`src/rtl/fbpa_pkg.sv`:
```
// ----------------------------------------------------------------------------
// fbpa_pkg
// Shared constants for the fixed block pool allocator: default sizes,
// block geometry, word field widths and result status codes.
// ----------------------------------------------------------------------------
`timescale 1ns / 1ps

package fbpa_pkg;

  // Default pool geometry handed to the top level parameters.
  localparam int BLOCK_COUNT_DEF = 32;
  localparam int PID_BITS_DEF    = 8;

  // Block size in bytes; a power of two so that address decode is a shift.
  localparam int BLOCK_BYTES = 128;
  localparam int BLOCK_SHIFT = $clog2(BLOCK_BYTES);

  // Field widths of the stream words.
  localparam int ADDR_W     = 32;
  localparam int PID_IN_W   = 8;
  localparam int STATUS_W   = 3;
  localparam int GIDX_W     = 5;
  localparam int IN_DATA_W  = 40;
  localparam int OUT_DATA_W = 40;

  // Operation codes carried in the input tuser.
  localparam logic OP_REQUEST = 1'b0;
  localparam logic OP_RELEASE = 1'b1;

  // Result status codes.
  localparam logic [STATUS_W-1:0] ST_OK        = 3'd0;
  localparam logic [STATUS_W-1:0] ST_NONE_USED = 3'd1;
  localparam logic [STATUS_W-1:0] ST_BAD_ADDR  = 3'd2;
  localparam logic [STATUS_W-1:0] ST_NOT_OWNER = 3'd3;
  localparam logic [STATUS_W-1:0] ST_NONE_FREE = 3'd4;

endpackage

```
`src/rtl/fixed_block_pool_allocator.sv`:
```
// ----------------------------------------------------------------------------
// fixed_block_pool_allocator
// Each item is read from the owner and free-list memories, then modified and
// written back together with the output register; no new input word is accepted
// until the write-back, and a stalled output holds the item in flight.
// Reset: a clearing pass over all BLOCK_COUNT entries loads the free list and
// marks every block free; no input word is accepted until it completes.
// ----------------------------------------------------------------------------
`timescale 1ns / 1ps

module fixed_block_pool_allocator #(
  parameter int BLOCK_COUNT = fbpa_pkg::BLOCK_COUNT_DEF,
  parameter int PID_BITS    = fbpa_pkg::PID_BITS_DEF
) (
  input  logic                            clk,
  input  logic                            rst,
  // Configuration: pool_base
  input  logic                            cfg_we,
  input  logic [fbpa_pkg::ADDR_W-1:0]     cfg_wdata,
  // Input stream
  input  logic                            s_tvalid,
  output logic                            s_tready,
  // [7:0] process_id, [39:8] block_address
  input  logic [fbpa_pkg::IN_DATA_W-1:0]  s_tdata,
  // [0] opcode
  input  logic                            s_tuser,
  // Output stream
  output logic                            m_tvalid,
  input  logic                            m_tready,
  // [2:0] status, [34:3] granted_address, [39:35] granted_index
  output logic [fbpa_pkg::OUT_DATA_W-1:0] m_tdata
);

  import fbpa_pkg::*;

  localparam int IDX_W     = $clog2(BLOCK_COUNT);
  localparam int CNT_W     = $clog2(BLOCK_COUNT + 1);
  localparam int OWN_W     = PID_BITS + 1;
  localparam int BLK_NUM_W = ADDR_W - BLOCK_SHIFT;
  localparam int PID_KEEP  = (PID_BITS < PID_IN_W) ? PID_BITS : PID_IN_W;

  localparam logic [1:0] S_INIT = 2'd0;
  localparam logic [1:0] S_IDLE = 2'd1;
  localparam logic [1:0] S_EXEC = 2'd2;

  localparam logic [IDX_W-1:0] LAST_IDX  = IDX_W'(BLOCK_COUNT - 1);
  localparam logic [CNT_W-1:0] FULL_CNT  = CNT_W'(BLOCK_COUNT);

  // Control registers
  logic [1:0]          state;
  logic [IDX_W-1:0]    init_cnt;
  logic [ADDR_W-1:0]   pool_base;
  logic [IDX_W-1:0]    free_head;
  logic [IDX_W-1:0]    free_tail;
  logic [CNT_W-1:0]    free_count;
  logic [CNT_W-1:0]    used_count;

  // Item held between the read and write-back cycles
  logic                op_q;
  logic [PID_BITS-1:0] pid_q;
  logic [IDX_W-1:0]    rel_idx_q;
  logic                rel_bad_q;

  // Memories and their registered read data
  logic [IDX_W-1:0]    fifo_mem  [BLOCK_COUNT];
  logic [OWN_W-1:0]    owner_mem [BLOCK_COUNT];
  logic [IDX_W-1:0]    fifo_rd;
  logic [OWN_W-1:0]    owner_rd;

  // Output register fields
  logic [STATUS_W-1:0] out_status;
  logic [ADDR_W-1:0]   out_addr;
  logic [GIDX_W-1:0]   out_idx;

  // Combinational signals
  logic                accept;
  logic                exec_go;
  logic [ADDR_W-1:0]   in_addr;
  logic [ADDR_W-1:0]   offset;
  logic [BLK_NUM_W-1:0] blk_num;
  logic                rel_bad;
  logic [IDX_W-1:0]    rel_idx;
  logic [PID_BITS-1:0] pid_in;

  logic                fifo_we;
  logic [IDX_W-1:0]    fifo_waddr;
  logic [IDX_W-1:0]    fifo_wdata;
  logic                owner_we;
  logic [IDX_W-1:0]    owner_waddr;
  logic [OWN_W-1:0]    owner_wdata;

  logic                take_head;
  logic                push_tail;
  logic [STATUS_W-1:0] res_status;
  logic [ADDR_W-1:0]   res_addr;
  logic [IDX_W-1:0]    res_idx;
  logic [ADDR_W-1:0]   res_idx_wide;

  assign s_tready = (state == S_IDLE);
  assign accept   = s_tvalid && s_tready;
  assign exec_go  = (state == S_EXEC) && (!m_tvalid || m_tready);
  assign m_tdata  = {out_idx, out_addr, out_status};

  // Release address decode: offset from the pool base, split into block number
  // and byte offset within the block.
  assign in_addr = s_tdata[IN_DATA_W-1:PID_IN_W];
  assign offset  = in_addr - pool_base;
  assign blk_num = offset[ADDR_W-1:BLOCK_SHIFT];
  assign rel_bad = (offset[BLOCK_SHIFT-1:0] != '0) ||
                   (blk_num >= BLK_NUM_W'(BLOCK_COUNT));
  assign rel_idx = blk_num[IDX_W-1:0];
  assign pid_in  = PID_BITS'(s_tdata[PID_KEEP-1:0]);

  // Decide the result and the memory updates of the item in flight.
  always_comb begin
    take_head  = 1'b0;
    push_tail  = 1'b0;
    res_status = ST_OK;
    res_addr   = '0;
    res_idx    = '0;
    if (op_q == OP_REQUEST) begin
      if (free_count == '0) begin
        res_status = ST_NONE_FREE;
      end else begin
        take_head = 1'b1;
        res_idx   = fifo_rd;
        res_addr  = pool_base + (ADDR_W'(fifo_rd) << BLOCK_SHIFT);
      end
    end else begin
      if (used_count == '0) begin
        res_status = ST_NONE_USED;
      end else if (rel_bad_q) begin
        res_status = ST_BAD_ADDR;
      end else if (!owner_rd[PID_BITS] || (owner_rd[PID_BITS-1:0] != pid_q)) begin
        res_status = ST_NOT_OWNER;
      end else begin
        push_tail = 1'b1;
        res_idx   = rel_idx_q;
      end
    end
  end

  assign res_idx_wide = ADDR_W'(res_idx);

  // Memory write ports: the clearing pass, or the write-back of one item.
  always_comb begin
    fifo_we     = 1'b0;
    fifo_waddr  = free_tail;
    fifo_wdata  = rel_idx_q;
    owner_we    = 1'b0;
    owner_waddr = rel_idx_q;
    owner_wdata = '0;
    if (state == S_INIT) begin
      fifo_we     = 1'b1;
      fifo_waddr  = init_cnt;
      fifo_wdata  = init_cnt;
      owner_we    = 1'b1;
      owner_waddr = init_cnt;
    end else if (exec_go) begin
      if (take_head) begin
        owner_we    = 1'b1;
        owner_waddr = fifo_rd;
        owner_wdata = {1'b1, pid_q};
      end else if (push_tail) begin
        fifo_we  = 1'b1;
        owner_we = 1'b1;
      end
    end
  end

  // Free list memory
  always_ff @(posedge clk) begin
    if (fifo_we) begin
      fifo_mem[fifo_waddr] <= fifo_wdata;
    end
    if (accept) begin
      fifo_rd <= fifo_mem[free_head];
    end
  end

  // Owner table memory: in-use flag above the owning process
  always_ff @(posedge clk) begin
    if (owner_we) begin
      owner_mem[owner_waddr] <= owner_wdata;
    end
    if (accept) begin
      owner_rd <= owner_mem[rel_idx];
    end
  end

  // Item registers, loaded when a word is accepted
  always_ff @(posedge clk) begin
    if (accept) begin
      op_q      <= s_tuser;
      pid_q     <= pid_in;
      rel_idx_q <= rel_idx;
      rel_bad_q <= rel_bad;
    end
  end

  // Output register
  always_ff @(posedge clk) begin
    if (exec_go) begin
      out_status <= res_status;
      out_addr   <= res_addr;
      out_idx    <= res_idx_wide[GIDX_W-1:0];
    end
  end

  always_ff @(posedge clk) begin
    if (rst) begin
      m_tvalid <= 1'b0;
    end else if (exec_go) begin
      m_tvalid <= 1'b1;
    end else if (m_tready) begin
      m_tvalid <= 1'b0;
    end
  end

  // Configuration register
  always_ff @(posedge clk) begin
    if (rst) begin
      pool_base <= '0;
    end else if (cfg_we) begin
      pool_base <= cfg_wdata;
    end
  end

  // Sequencer, pointers and counts
  always_ff @(posedge clk) begin
    if (rst) begin
      state      <= S_INIT;
      init_cnt   <= '0;
      free_head  <= '0;
      free_tail  <= '0;
      free_count <= FULL_CNT;
      used_count <= '0;
    end else begin
      case (state)
        S_INIT: begin
          if (init_cnt == LAST_IDX) begin
            state <= S_IDLE;
          end else begin
            init_cnt <= init_cnt + 1'b1;
          end
        end
        S_IDLE: begin
          if (accept) begin
            state <= S_EXEC;
          end
        end
        S_EXEC: begin
          if (exec_go) begin
            state <= S_IDLE;
            if (take_head) begin
              free_head  <= (free_head == LAST_IDX) ? '0 : free_head + 1'b1;
              free_count <= free_count - 1'b1;
              used_count <= used_count + 1'b1;
            end else if (push_tail) begin
              free_tail  <= (free_tail == LAST_IDX) ? '0 : free_tail + 1'b1;
              free_count <= free_count + 1'b1;
              used_count <= used_count - 1'b1;
            end
          end
        end
        default: begin
          state <= S_INIT;
        end
      endcase
    end
  end

`ifndef ASSERT_OFF
  // Every block is either free or in use.
  a_count_sum: assert property (@(posedge clk) disable iff (rst)
    (CNT_W + 1)'(free_count) + (CNT_W + 1)'(used_count) == (CNT_W + 1)'(BLOCK_COUNT))
    else $error("free and used counts do not cover the pool");

  // An accepted word always moves to the write-back cycle.
  a_accept_exec: assert property (@(posedge clk) disable iff (rst)
    accept |=> (state == S_EXEC))
    else $error("accepted word did not enter write-back");

  // A result appears only from the write-back cycle.
  a_result_src: assert property (@(posedge clk) disable iff (rst)
    $rose(m_tvalid) |-> ($past(state) == S_EXEC))
    else $error("result word without a write-back");

  // A failed item never reports an address.
  a_fail_addr: assert property (@(posedge clk) disable iff (rst)
    (m_tvalid && (out_status != ST_OK)) |-> (out_addr == '0))
    else $error("failed item carries a granted address");
`endif

endmodule
```
`config.mk`:
```
export PLATFORM = sky130hd
export DESIGN_NAME = fixed_block_pool_allocator
export DESIGN_NICKNAME = d
export VERILOG_FILES = /design/src/rtl/fbpa_pkg.sv /design/src/rtl/fixed_block_pool_allocator.sv
export SDC_FILE = /design/constraint.sdc
export NUM_CORES = 1
export LEC_CHECK = 0
export BUFFER_PORTS_ARGS = -buffer_cell sky130_fd_sc_hd__buf_2
export CORE_ASPECT_RATIO = 1.1
export CORE_MARGIN = 1.5
export CORE_UTILIZATION = 30
export DETAILED_ROUTE_END_ITERATION = 10
export GPL_TIMING_DRIVEN = 0
export SLEW_MARGIN = 25
export SYNTH_ARGS = -nofsm -noshare
export SYNTH_HDL_FRONTEND = slang
export SYNTH_SLANG_ARGS = --single-unit
```
`constraint.sdc`:
```
create_clock -name clk -period 3.75 [get_ports clk]
set_input_delay 0.5625 -clock clk [delete_from_list [all_inputs] [get_ports clk]]
set_output_delay 0.5625 -clock clk [all_outputs]
set_load 0.1 [all_outputs]
```
# Yosys cells after proc, flatten, opt, wreduce, memory -nomap -nowiden
# Memories as Yosys holds them, arrays and structs flattened. A register that Yosys moved wholly into a read port is not among the register bits.
# Index checks and enable logic that the tools add are counted.
# op_classes
addsub,9
mul,0
div_mod_pow,0
n_lt_le_gt_ge,1
n_eq_ne,9
n_shift,0
mux,47
bitwise_logic,2
n_reduce_logical,19
# op_table
operator,n
$mux 5,12
$add 32x12->32,1
$sub 32x32->32,1
$mux 9,3
$ge 25x6->1 const B,1
$mux 6,4
$mux 1,19
$add 5x1->5 const B,3
$eq 5x5->1 const B,3
$add 6x1->6 const B,2
$logic_not 6->1,2
$mux 2,6
$sub 6x1->6 const B,2
$reduce_and 3->1,3
$ne 8x8->1,1
$reduce_bool 7->1,1
$mux 3,2
$pmux 2 s3,1
$ne 2x1->1 const B,2
$reduce_and 4->1,1
$reduce_bool 2->1,2
$logic_or 1x1->1,3
$eq 2x1->1 const B,1
$eq 2x2->1 const B,1
7 further kinds,10
# word_totals
regBits,117
latch_bits,0
ramBits,448
mem_bits_ro,0
input_bits,78
out_inout_bits,42
wordCells,104
mem_count,2
# memory_table
memory,depth,width,read_ports,rd_ports_with_merged_regs,write_ports,line_no,source
owner_mem,32,9,1,1,1,fixed_block_pool_allocator.sv:66,logic [OWN_W-1:0] owner_mem [BLOCK_COUNT];
fifo_mem,32,5,1,1,1,fixed_block_pool_allocator.sv:65,logic [IDX_W-1:0] fifo_mem [BLOCK_COUNT];

# Depth between registers and ports, before layout
# depth
word_depth,12
depth_mapped,16

# Worst setup path before layout
# No wires, ideal clock.
# synth_path
path_kind,input -> register
startpoint,input s_tdata[8] (netlist bit)
endpoint,"register rel_bad_q, data pin"
setup_time_ps,272
arrival_time_ps,3518
t_required_ps,3478
setup_slack_ps,-40
cell_stages,14
path_buffers,0
path_cell_list,inv_1 -> ha_1 -> inv_1 -> fa_1 -> a21oi_1 -> o21ai_1 -> a31oi_2 -> o311a_1 -> xor2_1 -> nand4_1 -> or4_1 -> nor4_1 -> nand4_1 -> or4b_1
# synth_between
elab_chain_len,3
word_cells_on_any_way,4
classes_between,1 x add/sub; 1 x order compare; 2 x reduce/logical
# synth_lines
element,line_no,source
from (decl),fixed_block_pool_allocator.sv:24,"input logic [fbpa_pkg::IN_DATA_W-1:0] s_tdata,"
$sub 32x32->32 *,fixed_block_pool_allocator.sv:107,assign offset = in_addr - pool_base;
$ge 25x6->1 / $reduce_bool 7->1 (equally long branches),"fixed_block_pool_allocator.sv:110, fixed_block_pool_allocator.sv:109",
$logic_or 1x1->1 *,fixed_block_pool_allocator.sv:109,assign rel_bad = (offset[BLOCK_SHIFT-1:0] != '0) ||
named net rel_bad,fixed_block_pool_allocator.sv:81,logic rel_bad;
to (signal assigned),fixed_block_pool_allocator.sv:197,rel_bad_q <= rel_bad;
to (decl),fixed_block_pool_allocator.sv:62,logic rel_bad_q;
# The timed path passes the listed nets; every way through them passes the cells marked *.
# A chain may end at the register's enable or synchronous reset.

# Worst setup path in the final report
# layout_path
startpoint,register pool_base[7]
endpoint,"register rel_bad_q, data pin"
# layout_between
elab_chain_len,3
# layout_lines
element,line_no,source
from (decl),fixed_block_pool_allocator.sv:52,logic [ADDR_W-1:0] pool_base;
from (signal assigned),fixed_block_pool_allocator.sv:225,pool_base <= cfg_wdata;
$sub 32x32->32,fixed_block_pool_allocator.sv:107,
$ge 25x6->1,fixed_block_pool_allocator.sv:110,(blk_num >= BLK_NUM_W'(BLOCK_COUNT));
$logic_or 1x1->1,fixed_block_pool_allocator.sv:109,
named net rel_bad,fixed_block_pool_allocator.sv:81,
# The timed path passes the listed nets, and every way through them passes these cells.

==> out/qor.txt <==
Register area share after synthesis: 66.7%
P&R area growth vs syn: 19.5%
CTS tree: done
Pwr/cell area: 496 nW/um^2
Worst endpoint required time: 4.09 ns
Die area: 85500 um^2
Mapped Nets: 1864
Worst slew margin: 25.9%
Initial antenna violation count: 6
Fmax: 268 MHz
Crit-path max FO: 5
Reg2reg start: pool_base[7]$_SDFFE_PP0P_
GR Overflow Total: 0
HP Class: primary input to flip-flop
Setup violators final: 0
Dpl hpwl: 44800 um
Detailed Routing Iterations Pass 1: 5
Final hold vios: 0
Std-Cell Core Area: 83200 um^2
DRT antenna net count: 0
Multi-input logic area: 8370 um^2
Placed Cells: 2923
Slew of the pin with the lowest slew margin: 1.11 ns
Fillers: 7806
H-tree levels: 2
CP startpoint: pool_base[7]$_SDFFE_PP0P_
RSZ-0062 raised after global routing: true
Synth area leaders: edfxtp_1, mux4_2, dfxtp_1
R2r setup slk: 0.02 ns
Worst-case reg-to-reg path depth: 14
Synthesized area: 25100 um^2
TritonCTS Buffers: 55
Post-synth EDFFs: 517
Final core utilization: 36.1%
Skew-Pair Late Insertion Delay: 0.61 ns
Total track usage: 14.7%
Crit path kind: flip-flop to flip-flop
R2R Path End: rel_bad_q$_DFFE_PP_
Max-cap violations: 0
Critical Path AT: 4.07 ns
Post-Layout Cell Count: 3053
Synth Flop Type: edfxtp_1
Vias in the first global route: 15500
Max-slew violation count: 0
Layout Nets: 2061
DR iter-0 viols: 1356
I/O Buffers: 117
CTS Hold Buffers Added: 0
Yosys top cell area share: 61.8%
FP Rows: 111
Status: finished clean
FF+latch count, synth: 579
End of the critical path: rel_bad_q$_DFFE_PP_
Largest net degree at the start of global routing: 50
GPL Wtd Cong: 0.956
Post-Route WL: 64300 um
Clock skew: 0.0275 ns
Yosys top cell by area: edfxtp_1
Clock transition at the registers of the reported paths: 0.06 ns
Unique cell type count in the Yosys netlist: 67
Hold Slack: 0.122 ns
CP endpoint kind: flip-flop
Synth Warn #: 0
First-pass GRT wire length: 95700 um
Die height: 306 um
Mean Syn Cell Area: 14.5 um^2
DIE WIDTH: 279 um
Max VDD drop: 356 uV
Remaining routing DRC violations: 0
Register area: 16800 um^2
Clock Path Buffers: 3
Startpoint types: flip-flop
Asr flop ratio synth: 0%
Lkg Pwr: 0.0105 uW
Initial Util: 30.2%
Clk sinks: 579
# IOs: 120
Post-synthesis cell count: 1733
Vias per Instance: 5.07
Share of cells above drive strength 1: 23.7%
Clk root buf: clkbuf_16
WL/cell: 21.1 um
Vias: 15500
Min Clock Period, post-route: 3.73 ns
Tcrit/Tclk final: 99.4%
==> how the worst min path moves through the flow <==
stage / depth (start not counted) / start / end
after floorplan: 2 / pool_base[1]$_SDFFE_PP0P_ / pool_base[1]$_SDFFE_PP0P_
after global placement: 2 / pool_base[24]$_SDFFE_PP0P_ / pool_base[24]$_SDFFE_PP0P_
after detailed placement: 2 / pool_base[1]$_SDFFE_PP0P_ / pool_base[1]$_SDFFE_PP0P_
after CTS: 1 / s_tdata[0] / pid_q[0]$_DFFE_PP_
after global routing: 1 / s_tdata[2] / pid_q[2]$_DFFE_PP_
final: 1 / s_tdata[0] / pid_q[0]$_DFFE_PP_
==> layout make-up <==
class | count | share of cell area (%)
Sequential cell | 579 | 55.9
Multi-Input combinational cell | 1018 | 27.9
Clock buffer | 65 | 4.74
Tap cell | 1073 | 4.47
Timing Repair Buffer | 145 | 3.27
Clock inverter | 38 | 1.79
Buffer | 74 | 1.20
Inverter | 57 | 0.750
Antenna cell | 4 | 0.0333
==> what timing repair did <==
action | CTS | global route
setup endpoints to repair | 300 | 210
buffers inserted | 12 | 16
gates resized for setup | 127 | 38
pin swaps | 16 | 28
==> flip-flops by register name, indices dropped and copies added (netlist names), 2 cells and up <==
signal and count:
fifo_mem 160, fifo_rd 5, free_count 6, free_head 5, free_tail 5, init_cnt 5, out_addr 32, out_idx 5
out_status 3, owner_mem 288, owner_rd 9, pid_q 8, pool_base 32, rel_idx_q 5, state 2, used_count 6
==> cells in the mapped netlist, types with 3 or more instances <==
cell type	instances
a21o_1	22
a32oi_1	9
nor3_1	17
buf_1	11
ha_1	49
a21oi_1	60
and2_1	10
o2111ai_1	9
a31oi_1	23
and3_1	14
fa_1	4
inv_2	3
a221o_1	3
xor2_1	15
nand3_1	47
o311ai_0	4
or4_1	4
nor2b_1	12
a22o_1	5
inv_1	52
mux2_2	6
nor2_1	188
a211oi_1	4
o21bai_1	6
or3_1	7
dfxtp_1	62
mux4_2	95
buf_2	8
a21boi_0	3
mux2i_1	63
nor4_1	8
o211ai_1	17
clkbuf_1	58
edfxtp_1	517
nand3b_1	5
xnor2_1	48
nand4_1	10
nand2_1	178
o21a_1	4
o21ai_0	31
nand2b_1	8
o31ai_1	4
==> cell usage in the layout (no fill, tap or decap), drive strengths merged, types with 20 or more instances in the layout <==
cell and count:
ha 49, a21oi 61, nand2 178, a21o 22
a31oi 24, mux2i 63, inv 57, o21ai 33
edfxtp 517, clkbuf 117, buf 167, xnor2 50
dfxtp 62, nor2 188, clkinv 20, mux4 95
nand3 47
==> stage by stage <==
stage	worst slack [ns]	power, uW	setup TNS, ns	area, um^2
floorplan	0.0464	8260	0	25100
global placement	-1.75	8810	-695.16	27100
detailed placement	-1.23	8830	-314.01	27100
CTS	-0.0614	14900	-0.0614	29600
global route	-0.0705	15300	-0.383	30000
finish	0.0233	14900	0	30000
==> logic make-up (layout without fill, tap and decap cells) <==
family	count (synthesis)	after routing	synth area share (%)
AO/OA/AOI/OAI	220	220	5.79
XOR/XNOR	65	65	2.33
adder cells (fa/ha/maj)	53	53	2.76
buffers and inverters	136	379	2.09
flip-flops	579	579	66.7
multiplexers	164	164	11.3
other	0	4	0
AND/OR/NAND/NOR	516	516	8.99
==> power breakdown <==
group	switching, uW	internal (uW)	total (uW)
combinational	1130	660	1790
clock	2440	3560	6010
sequential	35.7	7060	7100
total	3610	11300	14900
==> layer usage <==
layer	part of all wire [%]	vias to the layer above	wire, um	global-route usage (%)
met3	6.9	133	4460	2.51
met1	40	7731	25900	18.3
met2	49	622	31300	25.3
li1	-	6972	-	-
met4	3.9	10	2530	6.13
met5	0.099	-	64	0
==> worst max-delay path, stage by stage (launching register included) <==
cell and delay (ns):
dfxtp_1 0.39, inv_1 0.10, ha_2 0.41, nand4_1 0.14, o221ai_2 0.18, a31oi_2 0.07
o311a_1 0.36, buf_4 0.16, buf_4 0.13, o31ai_2 0.27, xnor2_1 0.15, nand2_1 0.12
nor4_4 0.30, nand4_1 0.12, or4b_4 0.56
(Power assumes the default switching activity.)
